File: src/hw/rtl/nonpreemptive_priority_scheduler_defines.svh
// assertion macros for the priority scheduler
`ifndef NONPREEMPTIVE_PRIORITY_SCHEDULER_DEFINES_SVH
`define NONPREEMPTIVE_PRIORITY_SCHEDULER_DEFINES_SVH

`ifndef NO_ASSERTIONS
`define NPS_ASSERT_NOW(lbl, ante, cons) \
  lbl: assert property (@(posedge clk) disable iff (rst) (ante) |-> (cons)) \
    else $error("scheduler assertion failed");
`define NPS_ASSERT_NEXT(lbl, ante, cons) \
  lbl: assert property (@(posedge clk) disable iff (rst) (ante) |=> (cons)) \
    else $error("scheduler assertion failed");
`else
`define NPS_ASSERT_NOW(lbl, ante, cons)
`define NPS_ASSERT_NEXT(lbl, ante, cons)
`endif

`endif

File: src/hw/rtl/nps_pkg.sv
// constants, control word type and microprogram of the priority scheduler
package nps_pkg;

  localparam int MAX_PROCS = 16;
  localparam int IDX_W     = $clog2(MAX_PROCS);
  localparam int CNT_W     = $clog2(MAX_PROCS + 1);
  localparam int ARR_W     = 16;
  localparam int BUR_W     = 16;
  localparam int PRI_W     = 8;
  localparam int TIME_W    = 21;
  localparam int PID_W     = 4;
  localparam int REC_W     = ARR_W + BUR_W + PRI_W;
  localparam int PC_W      = 4;

  // wait selects
  localparam logic [1:0] W_NONE = 2'd0;
  localparam logic [1:0] W_IN   = 2'd1;
  localparam logic [1:0] W_OUT  = 2'd2;

  // jump conditions
  localparam logic [2:0] C_NEXT     = 3'd0;
  localparam logic [2:0] C_ALWAYS   = 3'd1;
  localparam logic [2:0] C_NOTLAST  = 3'd2;
  localparam logic [2:0] C_ROUNDEND = 3'd3;
  localparam logic [2:0] C_KMID     = 3'd4;

  // program steps
  localparam logic [PC_W-1:0] S_LOAD  = 4'd0;
  localparam logic [PC_W-1:0] S_RINIT = 4'd1;
  localparam logic [PC_W-1:0] S_RD    = 4'd2;
  localparam logic [PC_W-1:0] S_CMP   = 4'd3;
  localparam logic [PC_W-1:0] S_PICK  = 4'd4;
  localparam logic [PC_W-1:0] S_OINIT = 4'd5;
  localparam logic [PC_W-1:0] S_ORD   = 4'd6;
  localparam logic [PC_W-1:0] S_OCALC = 4'd7;
  localparam logic [PC_W-1:0] S_DONE  = 4'd8;

  typedef struct packed {
    logic            load;
    logic            scan_init;
    logic            cmp;
    logic            pick;
    logic            oinit;
    logic            oload;
    logic            clr;
    logic [1:0]      wait_sel;
    logic [2:0]      cond;
    logic [PC_W-1:0] jmp;
  } ucode_t;

  function automatic ucode_t ucode_rom(input logic [PC_W-1:0] pc);
    ucode_t w;
    w = '0;
    case (pc)
      S_LOAD: begin
        w.load = 1'b1; w.wait_sel = W_IN; w.cond = C_NOTLAST; w.jmp = S_LOAD;
      end
      S_RINIT: begin
        w.scan_init = 1'b1; w.cond = C_ROUNDEND; w.jmp = S_OINIT;
      end
      S_RD: begin
        w.cond = C_NEXT;
      end
      S_CMP: begin
        w.cmp = 1'b1; w.cond = C_KMID; w.jmp = S_RD;
      end
      S_PICK: begin
        w.pick = 1'b1; w.cond = C_ALWAYS; w.jmp = S_RINIT;
      end
      S_OINIT: begin
        w.oinit = 1'b1; w.cond = C_NEXT;
      end
      S_ORD: begin
        w.cond = C_NEXT;
      end
      S_OCALC: begin
        w.oload = 1'b1; w.wait_sel = W_OUT; w.cond = C_KMID; w.jmp = S_ORD;
      end
      S_DONE: begin
        w.clr = 1'b1; w.cond = C_ALWAYS; w.jmp = S_LOAD;
      end
      default: begin
        w.cond = C_ALWAYS; w.jmp = S_LOAD;
      end
    endcase
    return w;
  endfunction

endpackage

File: src/hw/rtl/nps_ram.sv
// generic single write port ram with registered read
module nps_ram #(
  parameter int WIDTH = 8,
  parameter int DEPTH = 16
) (
  input  logic                     clk,
  input  logic                     we,
  input  logic [$clog2(DEPTH)-1:0] waddr,
  input  logic [WIDTH-1:0]         wdata,
  input  logic [$clog2(DEPTH)-1:0] raddr,
  output logic [WIDTH-1:0]         rdata
);
  logic [WIDTH-1:0] mem [DEPTH];

  always_ff @(posedge clk) begin
    if (we) begin
      mem[waddr] <= wdata;
    end
    rdata <= mem[raddr];
  end
endmodule

File: src/hw/rtl/nonpreemptive_priority_scheduler.sv
// non-preemptive priority scheduler, microcoded sequencer top level
//
// input channel (in_valid/in_ready): one process record per transfer,
// arrival, burst and prio; last marks the final record and starts a run.
// records past the sixteenth are dropped, a last one still starts the run.
// loading takes one record per cycle while in_ready and in_valid are high.
// after the last record the sequencer schedules: each round scans all n
// records through the record ram, a read step and a compare step each,
// then a pick step marks the chosen process done and advances the clock.
// output channel (out_valid/out_ready): one result per loaded process in
// load order, proc_id, completion, turnaround, waiting; final_res marks the
// last one. results follow one another while the receiver takes them.
// a stalled receiver holds the output register and the sequencer waits.
// the final result may still wait while the next run starts loading.
// rst (synchronous, active high) clears the sequencer, counts and marks.
`include "nonpreemptive_priority_scheduler_defines.svh"

module nonpreemptive_priority_scheduler
  import nps_pkg::*;
(
  input  logic              clk,
  input  logic              rst,
  input  logic              in_valid,
  output logic              in_ready,
  input  logic [ARR_W-1:0]  arrival,
  input  logic [BUR_W-1:0]  burst,
  input  logic [PRI_W-1:0]  prio,
  input  logic              last,
  output logic              out_valid,
  input  logic              out_ready,
  output logic [PID_W-1:0]  proc_id,
  output logic [TIME_W-1:0] completion,
  output logic [TIME_W-1:0] turnaround,
  output logic [TIME_W-1:0] waiting,
  output logic              final_res
);

  logic [PC_W-1:0]      pc, pc_next;
  ucode_t               ctl;
  logic                 proceed, cond_true, out_free;

  logic [CNT_W-1:0]     loaded_count, round;
  logic [IDX_W-1:0]     k;
  logic [TIME_W-1:0]    clock_now;
  logic [MAX_PROCS-1:0] done_marks;
  logic                 have_ready, have_any;
  logic [IDX_W-1:0]     rdy_idx, ear_idx;
  logic [PRI_W-1:0]     rdy_pri, ear_pri;
  logic [BUR_W-1:0]     rdy_bur, ear_bur;
  logic [ARR_W-1:0]     ear_arr;

  logic [REC_W-1:0]     rec_rdata;
  logic [TIME_W-1:0]    fin_rdata;
  logic [ARR_W-1:0]     e_arr;
  logic [BUR_W-1:0]     e_bur;
  logic [PRI_W-1:0]     e_pri;
  logic                 klast, ent_ok, rdy_hit, ear_hit;
  logic                 rec_we, fin_we;
  logic [IDX_W-1:0]     sel_idx;
  logic [TIME_W-1:0]    finish_t, tat, wt;

  assign ctl      = ucode_rom(pc);
  assign in_ready = (ctl.wait_sel == W_IN);
  assign out_free = !out_valid || out_ready;

  always_comb begin
    case (ctl.wait_sel)
      W_IN:    proceed = in_valid;
      W_OUT:   proceed = out_free;
      default: proceed = 1'b1;
    endcase
  end

  assign klast = ((CNT_W'(k) + CNT_W'(1)) == loaded_count);

  always_comb begin
    case (ctl.cond)
      C_ALWAYS:   cond_true = 1'b1;
      C_NOTLAST:  cond_true = !last;
      C_ROUNDEND: cond_true = (round == loaded_count);
      C_KMID:     cond_true = !klast;
      default:    cond_true = 1'b0;
    endcase
  end

  always_comb begin
    if (!proceed) begin
      pc_next = pc;
    end else if (cond_true) begin
      pc_next = ctl.jmp;
    end else begin
      pc_next = pc + PC_W'(1);
    end
  end

  // record and finish stores
  assign rec_we = ctl.load && proceed && (loaded_count < CNT_W'(MAX_PROCS));
  assign fin_we = ctl.pick;

  nps_ram #(.WIDTH(REC_W), .DEPTH(MAX_PROCS)) u_rec_ram (
    .clk   (clk),
    .we    (rec_we),
    .waddr (loaded_count[IDX_W-1:0]),
    .wdata ({arrival, burst, prio}),
    .raddr (k),
    .rdata (rec_rdata)
  );

  nps_ram #(.WIDTH(TIME_W), .DEPTH(MAX_PROCS)) u_fin_ram (
    .clk   (clk),
    .we    (fin_we),
    .waddr (sel_idx),
    .wdata (finish_t),
    .raddr (k),
    .rdata (fin_rdata)
  );

  assign e_arr = rec_rdata[REC_W-1 -: ARR_W];
  assign e_bur = rec_rdata[PRI_W +: BUR_W];
  assign e_pri = rec_rdata[PRI_W-1:0];

  // candidate compare
  assign ent_ok  = !done_marks[k];
  assign rdy_hit = ent_ok && ((TIME_W'(e_arr)) <= clock_now) &&
                   (!have_ready || (e_pri < rdy_pri));
  assign ear_hit = ent_ok && (!have_any || (e_arr < ear_arr) ||
                   ((e_arr == ear_arr) && (e_pri < ear_pri)));

  assign sel_idx  = have_ready ? rdy_idx : ear_idx;
  assign finish_t = have_ready ? (clock_now + TIME_W'(rdy_bur))
                               : (TIME_W'(ear_arr) + TIME_W'(ear_bur));

  assign tat = fin_rdata - TIME_W'(e_arr);
  assign wt  = tat - TIME_W'(e_bur);

  always_ff @(posedge clk) begin
    if (rst) begin
      pc           <= S_LOAD;
      loaded_count <= '0;
      round        <= '0;
      k            <= '0;
      clock_now    <= '0;
      done_marks   <= '0;
      have_ready   <= 1'b0;
      have_any     <= 1'b0;
      out_valid    <= 1'b0;
    end else begin
      pc <= pc_next;
      if (rec_we) begin
        loaded_count <= loaded_count + CNT_W'(1);
      end
      if (ctl.scan_init) begin
        k          <= '0;
        have_ready <= 1'b0;
        have_any   <= 1'b0;
      end
      if (ctl.cmp) begin
        if (rdy_hit) begin
          have_ready <= 1'b1;
          rdy_idx    <= k;
          rdy_pri    <= e_pri;
          rdy_bur    <= e_bur;
        end
        if (ear_hit) begin
          have_any <= 1'b1;
          ear_idx  <= k;
          ear_arr  <= e_arr;
          ear_pri  <= e_pri;
          ear_bur  <= e_bur;
        end
        if (!klast) begin
          k <= k + IDX_W'(1);
        end
      end
      if (ctl.pick) begin
        clock_now           <= finish_t;
        done_marks[sel_idx] <= 1'b1;
        round               <= round + CNT_W'(1);
      end
      if (ctl.oinit) begin
        k <= '0;
      end
      if (ctl.oload && proceed) begin
        out_valid  <= 1'b1;
        proc_id    <= PID_W'(k);
        completion <= fin_rdata;
        turnaround <= tat;
        waiting    <= wt;
        final_res  <= klast;
        if (!klast) begin
          k <= k + IDX_W'(1);
        end
      end else if (out_valid && out_ready) begin
        out_valid <= 1'b0;
      end
      if (ctl.clr) begin
        loaded_count <= '0;
        round        <= '0;
        k            <= '0;
        clock_now    <= '0;
        done_marks   <= '0;
      end
    end
  end

  `NPS_ASSERT_NOW(a_count_max, 1'b1, loaded_count <= CNT_W'(MAX_PROCS))
  `NPS_ASSERT_NOW(a_round_max, 1'b1, round <= loaded_count)
  `NPS_ASSERT_NOW(a_pick_pending, pc == S_PICK, have_any)
  `NPS_ASSERT_NEXT(a_run_cleared, pc == S_DONE, (loaded_count == '0) && (done_marks == '0))

endmodule
File: config.mk
export PLATFORM = sky130hd
export DESIGN_NAME = nonpreemptive_priority_scheduler
export DESIGN_NICKNAME = d
export VERILOG_FILES = /design/src/hw/rtl/nps_pkg.sv /design/src/hw/rtl/nps_ram.sv /design/src/hw/rtl/nonpreemptive_priority_scheduler.sv
export VERILOG_INCLUDE_DIRS = /design/src /design/src/hw/rtl
export SDC_FILE = /design/constraint.sdc
export NUM_CORES = 1
export LEC_CHECK = 0
export BUFFER_PORTS_ARGS = -buffer_cell sky130_fd_sc_hd__buf_2
export CORE_MARGIN = 4
export CORE_UTILIZATION = 60
export CTS_BUF_LIST = sky130_fd_sc_hd__clkbuf_8
export DETAILED_ROUTE_END_ITERATION = 8
export PLACE_DENSITY_LB_ADDON = 0.15
export REMOVE_ABC_BUFFERS = 1
export SYNTH_ARGS = -nofsm -noshare
export SYNTH_HDL_FRONTEND = slang
export SYNTH_SLANG_ARGS = --single-unit
export TNS_END_PERCENT = 20
File: constraint.sdc
create_clock -name clk -period 7.15 [get_ports clk]
set_clock_uncertainty 0.1 [all_clocks]
set_input_delay 0.715 -clock clk [delete_from_list [all_inputs] [get_ports clk]]
set_output_delay 0.715 -clock clk [all_outputs]
set_load 0.02 [all_outputs]
======== Word-level counts from Yosys, hierarchy flattened ========
Memories as Yosys holds them, arrays and structs flattened. A register that Yosys moved wholly into a read port is not among the register bits.
Cells that the tools add are included.
word-level totals
  logic and storage cells ................. 123
  output and inout bits ................... 70
  register bits ........................... 198
  memory bits (writable) .................. 976
  bits of input ports ..................... 45
  memories ................................ 2
cells by class
  order comparisons ....................... 8
  reductions and logical operators ........ 27
  add/subtract/negate cells ............... 9
  multiplexer cells ....................... 37
  bitwise operators ....................... 2
  equal/unequal tests ..................... 17
memories
  name           depth  bits a word  read ports  clocked after Yosys merged registers in  wr ports  RTL line       text
  u_rec_ram.mem  16     40           1           1                                        1         nps_ram.sv:13  logic [WIDTH-1:0] mem [DEPTH];
  u_fin_ram.mem  16     21           1           1                                        1         nps_ram.sv:13
operators with widths
  kind                   number
  $sub A21 B16 Y21       2
  $mux W4                8
  $pmux W3 S4            2
  $add A21 B16 Y21       1
  $le A16 B21 Y1         1
  $mux W1                21
  $mux W21               1
  $add A16 B16 Y17       1
  $eq A16 B16 Y1         1
  $eq A4 B3 Y1 const B   4
  $lt A16 B16 Y1         1
  $lt A8 B8 Y1           2
  $or A16 B16 Y16        1
  $add A5 B1 Y5 const B  2
  $eq A5 B5 Y1           2
  $lt A4 B5 Y1 const B   2
  $logic_and A1 B1 Y1    9
  $add A4 B1 Y4 const B  2
  $eq A4 B2 Y1 const B   2
  $eq A3 B2 Y1 const B   2
  $logic_not A1 Y1       6
  $reduce_and A3 Y1      2
  $add A4 B1 Y5 const B  1
  $lt A5 B5 Y1 const B   1
  19 further kinds       23

======== Logic depth before layout (Yosys ltp) ========
Gate-level depths: netlist of run 1.
  depth after elaboration ................. 8
  depth in mapped cells ................... 19

======== Hierarchy ========
A second synthesis of run 1 with hierarchy kept.
second synthesis, totals
  cell total of the unflattened synthesis .. 2,736
  area, all modules ....................... 50,166.9 um2
modules (own cells, without submodules)
  module                            area each (um2)  cells each  instances
  nps_ram at u_rec_ram              25,131.6         1,040       1
  nps_ram at u_fin_ram              13,277.7         557         1
  nonpreemptive_priority_scheduler  11,757.5         1,139       1

======== Worst setup path before layout of run 1 ========
OpenSTA, ideal clock, no wires.
  path type ............................... flip-flop to flip-flop
  start point ............................. reg pc[3]
  end point ............................... mem u_rec_ram.mem[3][0] (netlist name) (enable)
  setup time .............................. 0.487 ns
  data arrival time ....................... 4.856 ns
  stages on the path, launching flop included .. 10
  path slack .............................. 1.707 ns
  cells stage by stage .................... dfxtp_1 clkbuf_1 nor2_1 nand2_1 inv_1 ha_1 a221oi_1 nor3_1 nand2_1 nor3_1
between the ends
  longest elaborated chain between the ends .. 8
  elaborated cells on any way between the ends .. 11
  classes of those cells .................. eq/ne: 3; mux: 5; reduce/logical: 3
RTL lines
  element                                                  RTL line                                 text
  start: declaration                                       nonpreemptive_priority_scheduler.sv:38   logic [PC_W-1:0] pc, pc_next;
  start signal: assignment                                 nonpreemptive_priority_scheduler.sv:148  pc <= pc_next;
  $eq A4 B3 Y1 / $logic_not A4 Y1 (equally long branches)  nps_pkg.sv:54                            case (pc)
  $pmux W2 S2 (*)                                          nps_pkg.sv:54
  $eq A2 B1 Y1 (*)                                         n/a
  net in_ready                                             nonpreemptive_priority_scheduler.sv:24   output logic in_ready,
  $pmux W1 S2 (*)                                          nonpreemptive_priority_scheduler.sv:67   case (ctl.wait_sel)
  $logic_and A1 B1 Y1 (*) (2 in series)                    nonpreemptive_priority_scheduler.sv:97   assign rec_we = ctl.load && proceed && (loaded_count < CNT_W'(MAX_PROCS));
  $mux W1 (*)                                              nps_ram.sv:16                            if (we) begin
  $mux W1 (implied by the code) (*)                        nps_ram.sv:17                            mem[waddr] <= wdata;
  end: declaration                                         nps_ram.sv:13
Mark *: on every way through the listed nets, which the timed path passes. The rest lies on a longest branch.

======== Worst setup path in the final report of run 1 ========
  start point ............................. reg k[1]
  end point ............................... reg ear_idx[1] (enable)
between the ends
  longest elaborated chain between the ends .. 5
RTL lines
  element                        RTL line                                 text
  start: declaration             nonpreemptive_priority_scheduler.sv:43   logic [IDX_W-1:0] k;
  start signal: assignment       nonpreemptive_priority_scheduler.sv:172  k <= k + IDX_W'(1);
  start signal: assignment       nonpreemptive_priority_scheduler.sv:191  k <= k + IDX_W'(1);
  $bmux W1 S4                    nonpreemptive_priority_scheduler.sv:123  assign ent_ok = !done_marks[k];
  $mux W1 (implied by the code)  nonpreemptive_priority_scheduler.sv:123
  $logic_not A1 Y1               nonpreemptive_priority_scheduler.sv:123
  $logic_and A1 B1 Y1            nonpreemptive_priority_scheduler.sv:126  assign ear_hit = ent_ok && (!have_any || (e_arr < ear_arr) ||
  $reduce_and A3 Y1 (no line)    n/a
  end signal: assignment         nonpreemptive_priority_scheduler.sv:166  ear_idx <= k;
  end: declaration               nonpreemptive_priority_scheduler.sv:47   logic [IDX_W-1:0] rdy_idx, ear_idx;
Every way passes these cells. The select of a mux whose other input is x is not followed.
A chain may end at the register's enable or synchronous reset.

==> results by group, run 1 <==
Worst hold path
  • Worst Hold Class: in2reg

STA
  • Slew @ Worst Pin: 1.29 ns
  • Worst setup margin: 2.80 ns
  • Worst slew margin: 14.2%
  • Max Clk Rate: 0.230 GHz
  • RSZ-0062 raised after global routing: false
  • Total negative slack: 0 ns
  • Worst hold slack: 0.114 ns
  • Min Tclk post-route: 4.35 ns
  • Final Slew Violations: 0
  • # setup viols final: 0
  • Final hold vios: 0
  • Tcrit/Tclk final: 60.8%

Floorplan
  • Total I/O pin count: 115
  • Die area: 0.0871 mm^2
  • Cell Rows: 105
  • Die Wd: 295 um
  • Initial core utilization: 60.4%
  • Core area: 0.0818 mm^2
  • Die Ht: 295 um

Logic synthesis
  • Most numerous cell in the Yosys netlist: edfxtp_1
  • Synth area leader: edfxtp_1
  • Number of enable flip-flop cells after synthesis: 1,116
  • Area contributors post-synth: edfxtp_1, mux4_2, dfxtp_1
  • Most frequent cells after synthesis: edfxtp_1, mux4_2, nor2_1, ha_1, dfxtp_1
  • Avg Cell Area, Syn: 19.2 um^2
  • Mapped Cells: 2,582
  • Top_reg_cell synth: edfxtp_1
  • YS warnings: 0
  • Post-synthesis sequential element count: 1,235
  • Synth cell types: 72
  • Synth async-reset ratio: 0%
  • Mapped Area: 0.0495 mm^2
  • Share of the synthesized area in the top cell type: 67.8%
  • Sequential share of the synthesized area: 72.6%

Clock tree
  • CTS HTree Levels: 4
  • TritonCTS Buffers: 189
  • Clock-pin slew on the worst setup and hold paths: 0.06 ns
  • Clk buf depth: 3
  • Root buf cell: clkbuf_8
  • Post_cts resized: 0
  • Clock sink total: 1,235
  • CTS tree: done
  • Post-CTS setup repair buffer count: 0
  • Worst skew pair latency: 0.84 ns
  • Hold_buf cts: 0

Critical path
  • Crit path arrival time: 4.73 ns
  • Critical Path RT: 7.53 ns
  • Setup CP Type: reg2reg
  • CP Capture Type: flop
  • Crit path max fanout: 71
  • Startpoint types: flop

Outcome
  • Status: finished, final reports clean

Routing
  • Initial DRC count: 2,633
  • Drt drc: 0
  • Vias: 25,300
  • Vias per cell: 6.20
  • DRT Wirelength: 108,000 um
  • Final ANT Viol Nets: 0
  • Iteration count of the initial detailed-routing pass: 5
  • WL/cell: 26.5 um

Placement
  • Post-placement cell count: 3,725
  • PortBufs: 114
  • DP HPWL: 63,800 um
  • Setup slack at placement: 2.76 ns
  • Post-DP Area: 0.0516 mm^2
  • GPL Wtd Cong: 0.897

Global route
  • Initial antenna violation count: 8
  • Largest net degree at the start of global routing: 72
  • Number of global-route vias before repair: 26,100
  • First-pass GRT wire length: 164,000 um
  • Gr usage total: 25.5%
  • Grt total ovfl: 0

Power
  • P per Cell Area: 324 mW/mm^2
  • Total Power: 18.0 mW
  • P_leak: 18.6 nW
  • Peak supply drop: 269 uV

Layout
  • Final Instance Area: 0.0554 mm^2
  • Number of fill cells in the layout: 5,305
  • Nets: 3,017
  • Area Overhead vs Synth: 11.9%
  • Layout cells sized above 1: 26.2%
  • Final cell count without fillers: 4,082
  • Final core utilization: 67.6%

Job
  • Max-cap violation count: 0
cell families (layout without fill, tap and decap cells):
group	count (synthesis)	in the layout	synth area share, %
flops	1235	1235	72.6
simple gates	348	348	3.28
mux	321	321	14.4
compound gates	270	270	3.59
buf+inv	205	630	1.57
fa+ha+maj	126	126	3.25
xor+xnor	77	77	1.36
other cells	0	5	0
critical path, stage by stage (launching register included):
cell      delay, ns
dfxtp_4        1.09
mux4_2         0.41
mux4_2         0.49
nor3_1         0.69
a21boi_4       0.75
buf_4          0.45
per-layer routing:
layer | global-route usage (%) | share of wire, %
met2 | 42.8 | 51
met3 | 4.17 | 6.3
met4 | 7.17 | 2.1
met1 | 35.7 | 41
met5 | 0 | 0.0065
where the power goes:
part	switching [mW]	total (mW)	internal [mW]	leakage [nW]
logic	2.03	3.42	1.39	5.23
registers	0.350	8.90	8.55	11.2
clock network	2.69	5.64	2.94	2.21
total	5.07	18.0	12.9	18.6
registers in the layout (all words and copies together) (netlist names), 4 cells and up:
name and flops:
rdy_bur 16, done_marks 16, ear_idx 4, loaded_count 5, ear_pri 8, ear_bur 16
u_rec_ram.mem 640, waiting 21, proc_id 4, pc 4, rdy_pri 8, u_rec_ram.rdata 40
ear_arr 16, rdy_idx 4, turnaround 21, completion 21, round 5, u_fin_ram.rdata 21
k 4, u_fin_ram.mem 336, clock_now 21
placed cells by master, fill, tap and decap left out, types with 7 or more instances in the layout:
| cell | instances |
|---|---|
| o21a_1 | 17 |
| buf_4 | 56 |
| a21oi_1 | 80 |
| nand2b_1 | 23 |
| xnor2_1 | 47 |
| inv_1 | 188 |
| nor2_4 | 13 |
| edfxtp_1 | 1116 |
| and2_1 | 8 |
| nor3_1 | 17 |
| o211ai_1 | 7 |
| xor2_1 | 30 |
| clkbuf_8 | 217 |
| nor2_1 | 114 |
| nand3_1 | 15 |
| o21ai_0 | 51 |
| nand2_1 | 76 |
| clkinv_2 | 14 |
| dfxtp_1 | 114 |
| nand4_1 | 14 |
| a31oi_1 | 7 |
| buf_2 | 114 |
| nor2_2 | 16 |
| mux4_2 | 310 |
| a21o_1 | 30 |
| a211oi_1 | 20 |
| mux2_2 | 7 |
| clkinv_1 | 23 |
| ha_1 | 122 |
| nor2b_1 | 17 |
cell type report:
type	count	area, um^2	share of cell area (%)
Antenna cell	5	12.5	0.0226
Tap cell	1070	1340	2.42
Timing Repair Buffer	170	991	1.79
Clock inverter	135	768	1.39
Multi-Input combinational cell	1142	12900	23.4
Inverter	108	405	0.732
Clock buffer	217	2990	5.39
Sequential cell	1235	35900	64.9
worst paths after layout:
kind,from,endpoint,slack [ns],cells after the start
hold / removal,out_ready,out_valid,0.11,3
setup reg to reg,k[1],ear_idx[1],2.80,5
setup / recovery,k[1],ear_idx[1],2.80,5
hold reg to reg,u_fin_ram.rdata[0],completion[0],0.34,0
Note: power is estimated with default switching activity, not from simulation.
==> inputs of run 2 (changes only) <==
- CORE_UTILIZATION: 60 -> 58
- clock period: 7.15 -> 3.8 ns (I/O delays scaled with it)
==> run 2 against run 1 <==
Final cell count rose by 4.7%. First-iteration DRC count fell by 19%. Sequential cell count did not move. Register-to-register slack got worse by 2.7 ns. Non-clock buffer count rose by 129. Hold slack improved by 0.036 ns. Die area rose by 3.4%. Global-route usage fell by 0.63 points. Combinational power rose by 140%.
==> results by group, run 2 (same netlist as run 1, synthesis figures left out) <==
Critical path
  • Crit path max fanout: 3 (-96%)
  • Delay-heaviest family, CP: compound AO/OA/AOI/OAI gates
  • Critical Path RT: 4.25 ns (-3.28 ns)
  • Crit path arrival time: 4.16 ns (-0.57 ns)
  • Startpoint types: flop
  • Critical path cell sequence: inv_2 > ha_4 > nor2b_4 > o31a_1 > o211a_1 > o21ai_1 > nand2b_1 > a21oi_2 > xnor2_2 > ha_4 > a21oi_4 > o21bai_1 > a21oi_1 > nor2_1 > a211oi_1 > o31a_1 > o21ai_2 > nor3_2 > xor2_1
  • Cell depth of the worst setup path: 19 (+14)
  • Worst R2R Path Depth: 19 (+14)
  • CP Capture Type: flop
  • R2R Setup Slk: 0.1 ns (-2.70 ns)
  • Max incr delay on CP: 0.33 ns (-0.76 ns)
  • Setup CP Type: reg2reg
  • Buffers & Inverters on Critical Path: 1 (unchanged)
  • Slowest CP cell: dfxtp_2

Global route
  • First-pass GRT wire length: 165,000 um (+1.1%)
  • Largest net degree at the start of global routing: 162 (+130%)
  • Grt total ovfl: 0 (unchanged)
  • Number of global-route vias before repair: 26,800 (+2.7%)
  • Gr usage total: 24.9% (-0.63 points)
  • Initial antenna violation count: 10 (+2)

Job
  • Max-cap violation count: 0 (unchanged)

Clock tree
  • Root buf cell: clkbuf_8
  • Clk buf depth: 3 (unchanged)
  • Clock-pin slew on the worst setup and hold paths: 0.06 ns (about the same)
  • CTS HTree Levels: 4 (unchanged)
  • Worst skew pair latency: 0.84 ns (about the same)
  • TritonCTS Buffers: 189 (unchanged)
  • Clock sink total: 1,235 (unchanged)
  • CTS tree: done

STA
  • Max Clk Rate: 0.270 GHz (+18%)
  • Final Slew Violations: 0 (unchanged)
  • Slew @ Worst Pin: 1.15 ns (-0.140 ns)
  • # setup viols final: 0 (unchanged)
  • Worst setup margin: 0.0990 ns (-2.70 ns)
  • Final hold vios: 0 (unchanged)
  • Min Tclk post-route: 3.70 ns (-0.648 ns)
  • Tcrit/Tclk final: 97.4% (+37 points)
  • RSZ-0062 raised after global routing: true
  • Worst slew margin: 23.3% (+9.2 points)

Power
  • P_leak: 19.3 nW (+3.6%)
  • P per Cell Area: 618 mW/mm^2 (+91%)
  • Switching Share: 28.4% (+0.14 points)
  • Clock Power Share: 29.8% (-1.6 points)
  • Sequential share of power: 47.1% (-2.5 points)
  • Psw: 10.0 mW (+97%)
  • Total Power: 35.2 mW (+96%)
  • Peak supply drop: 492 uV (+83%)
  • Combinational share of power: 23.1% (+4.1 points)
  • Pint: 25.2 mW (+96%)

Floorplan
  • Initial core utilization: 58.8% (-1.6 points)
  • Core area: 0.0841 mm^2 (+2.7%)
  • Cell Rows: 106 (+0.95%)
  • Die Ht: 300 um (+1.7%)
  • Die Wd: 300 um (+1.7%)
  • Total I/O pin count: 115 (unchanged)
  • Die area: 0.0900 mm^2 (+3.4%)

Routing
  • Vias per cell: 6.01 (-3.1%)
  • Final ANT Viol Nets: 0 (unchanged)
  • Vias: 25,700 (+1.4%)
  • WL/cell: 25.7 um (-2.9%)
  • Drt drc: 0 (unchanged)
  • Initial DRC count: 2,140 (-19%)
  • Iteration count of the initial detailed-routing pass: 5 (unchanged)
  • DRT Wirelength: 110,000 um (+1.7%)

Outcome
  • Status: finished, final reports clean

Worst hold path
  • Worst Hold Class: in2reg
  • Hold depth: 7 (+4)

Placement
  • GPL Wtd Cong: 0.862 (-4.0%)
  • Setup slack at placement: -0.195 ns (-2.95 ns)
  • DP HPWL: 63,400 um (-0.63%)
  • PortBufs: 114 (unchanged)

Layout
  • Most frequent cells in the layout: edfxtp_1, mux4_2, clkbuf_8, inv_1, ha_1
  • Top flop regs: u_rec_ram.mem (640), u_fin_ram.mem (336), u_rec_ram.rdata (40)
  • Largest register FFs: 640 (unchanged)
  • Largest Register: u_rec_ram.mem
  • Multi-input logic area: 0.0131 mm^2 (+1.5%)
  • Register area: 0.0359 mm^2 (about the same)
  • Layout cells sized above 1: 28.8% (+2.7 points)
  • Number of fill cells in the layout: 5,518 (+4.0%)
  • Most common cell after layout, fill and taps aside: edfxtp_1
  • Area Overhead vs Synth: 15.2%
  • Nets: 3,146 (+4.3%)
## run 2: cell type report
type | count | area share [%]
clock inverter | 136 | 1.29
antenna | 5 | 0.0220
sequential | 1235 | 63.0
tap | 1134 | 2.49
multi-input combinational | 1142 | 23.1
clock buffer | 214 | 5.17
timing repair buffer | 299 | 4.23
inverter | 108 | 0.711
## run 2: timing repair
action | 4_1_cts | 5_1_grt
gates resized for setup | 10 | 33
buffers inserted | 2 | 8
hold buffers | 44 | 0
setup endpoints to repair | 5 | 29
pin swaps | 7 | 30
endpoints found under the hold margin | 651 | 0
## run 2: final timing paths
check,startpoint,endpoint
setup reg to reg,u_rec_ram.rdata[25],waiting[20]
hold reg to reg,u_fin_ram.rdata[4],completion[4]
setup / recovery,u_rec_ram.rdata[25],waiting[20]
hold / removal,last,pc[3]
## run 2: worst reg2reg max path: stages (launching register included)
cell and delay [ns]:
dfxtp_2 0.33, inv_2 0.04, ha_4 0.20, nor2b_4 0.12
o31a_1 0.32, o211a_1 0.27, o21ai_1 0.14, nand2b_1 0.08
a21oi_2 0.19, xnor2_2 0.16, ha_4 0.25, a21oi_4 0.15
o21bai_1 0.09, a21oi_1 0.13, nor2_1 0.06, a211oi_1 0.22
o31a_1 0.23, o21ai_2 0.10, nor3_2 0.16, xor2_1 0.09
## run 2: power groups by stage
stage               Sequential, mW  Clock (mW)  Combinational [mW]
finish                        16.6        10.5                8.13
global route                  16.7        11.4                8.83
CTS                           16.6        10.7                7.60
detailed placement            16.9           0                7.39
global placement              16.8           0                7.16
floorplan                     16.8           0                4.64
## run 2: layer usage
| metal | global-route usage [%] | routed length (um) | vias to the layer above |
|---|---|---|---|
| met1 | 33.7 | 44100 | 13200 |
| li1 | - | - | 11200 |
| met4 | 8.14 | 2860 | 2 |
| met2 | 42.1 | 55700 | 999 |
| met3 | 4.20 | 7330 | 200 |
| met5 | 0 | 7 | - |
## run 2: stage by stage
stage / utilization (%) / TNS, ns / cell area, um^2 / cells / hold slack (ns)
finish: 67.8 / 0 / 57000 / 4273 / 0.150
global route: 67.8 / -0.382 / 57000 / 4272 / 0.181
CTS: 67.5 / -0.00977 / 56800 / 4261 / 0.0630
detailed placement: 62.5 / -0.514 / 52600 / 3865 / 0.338
global placement: 62.5 / -0.303 / 52600 / 3865 / 0.316
floorplan: - / -1869.81 / 49100 / 2485 / 0.308
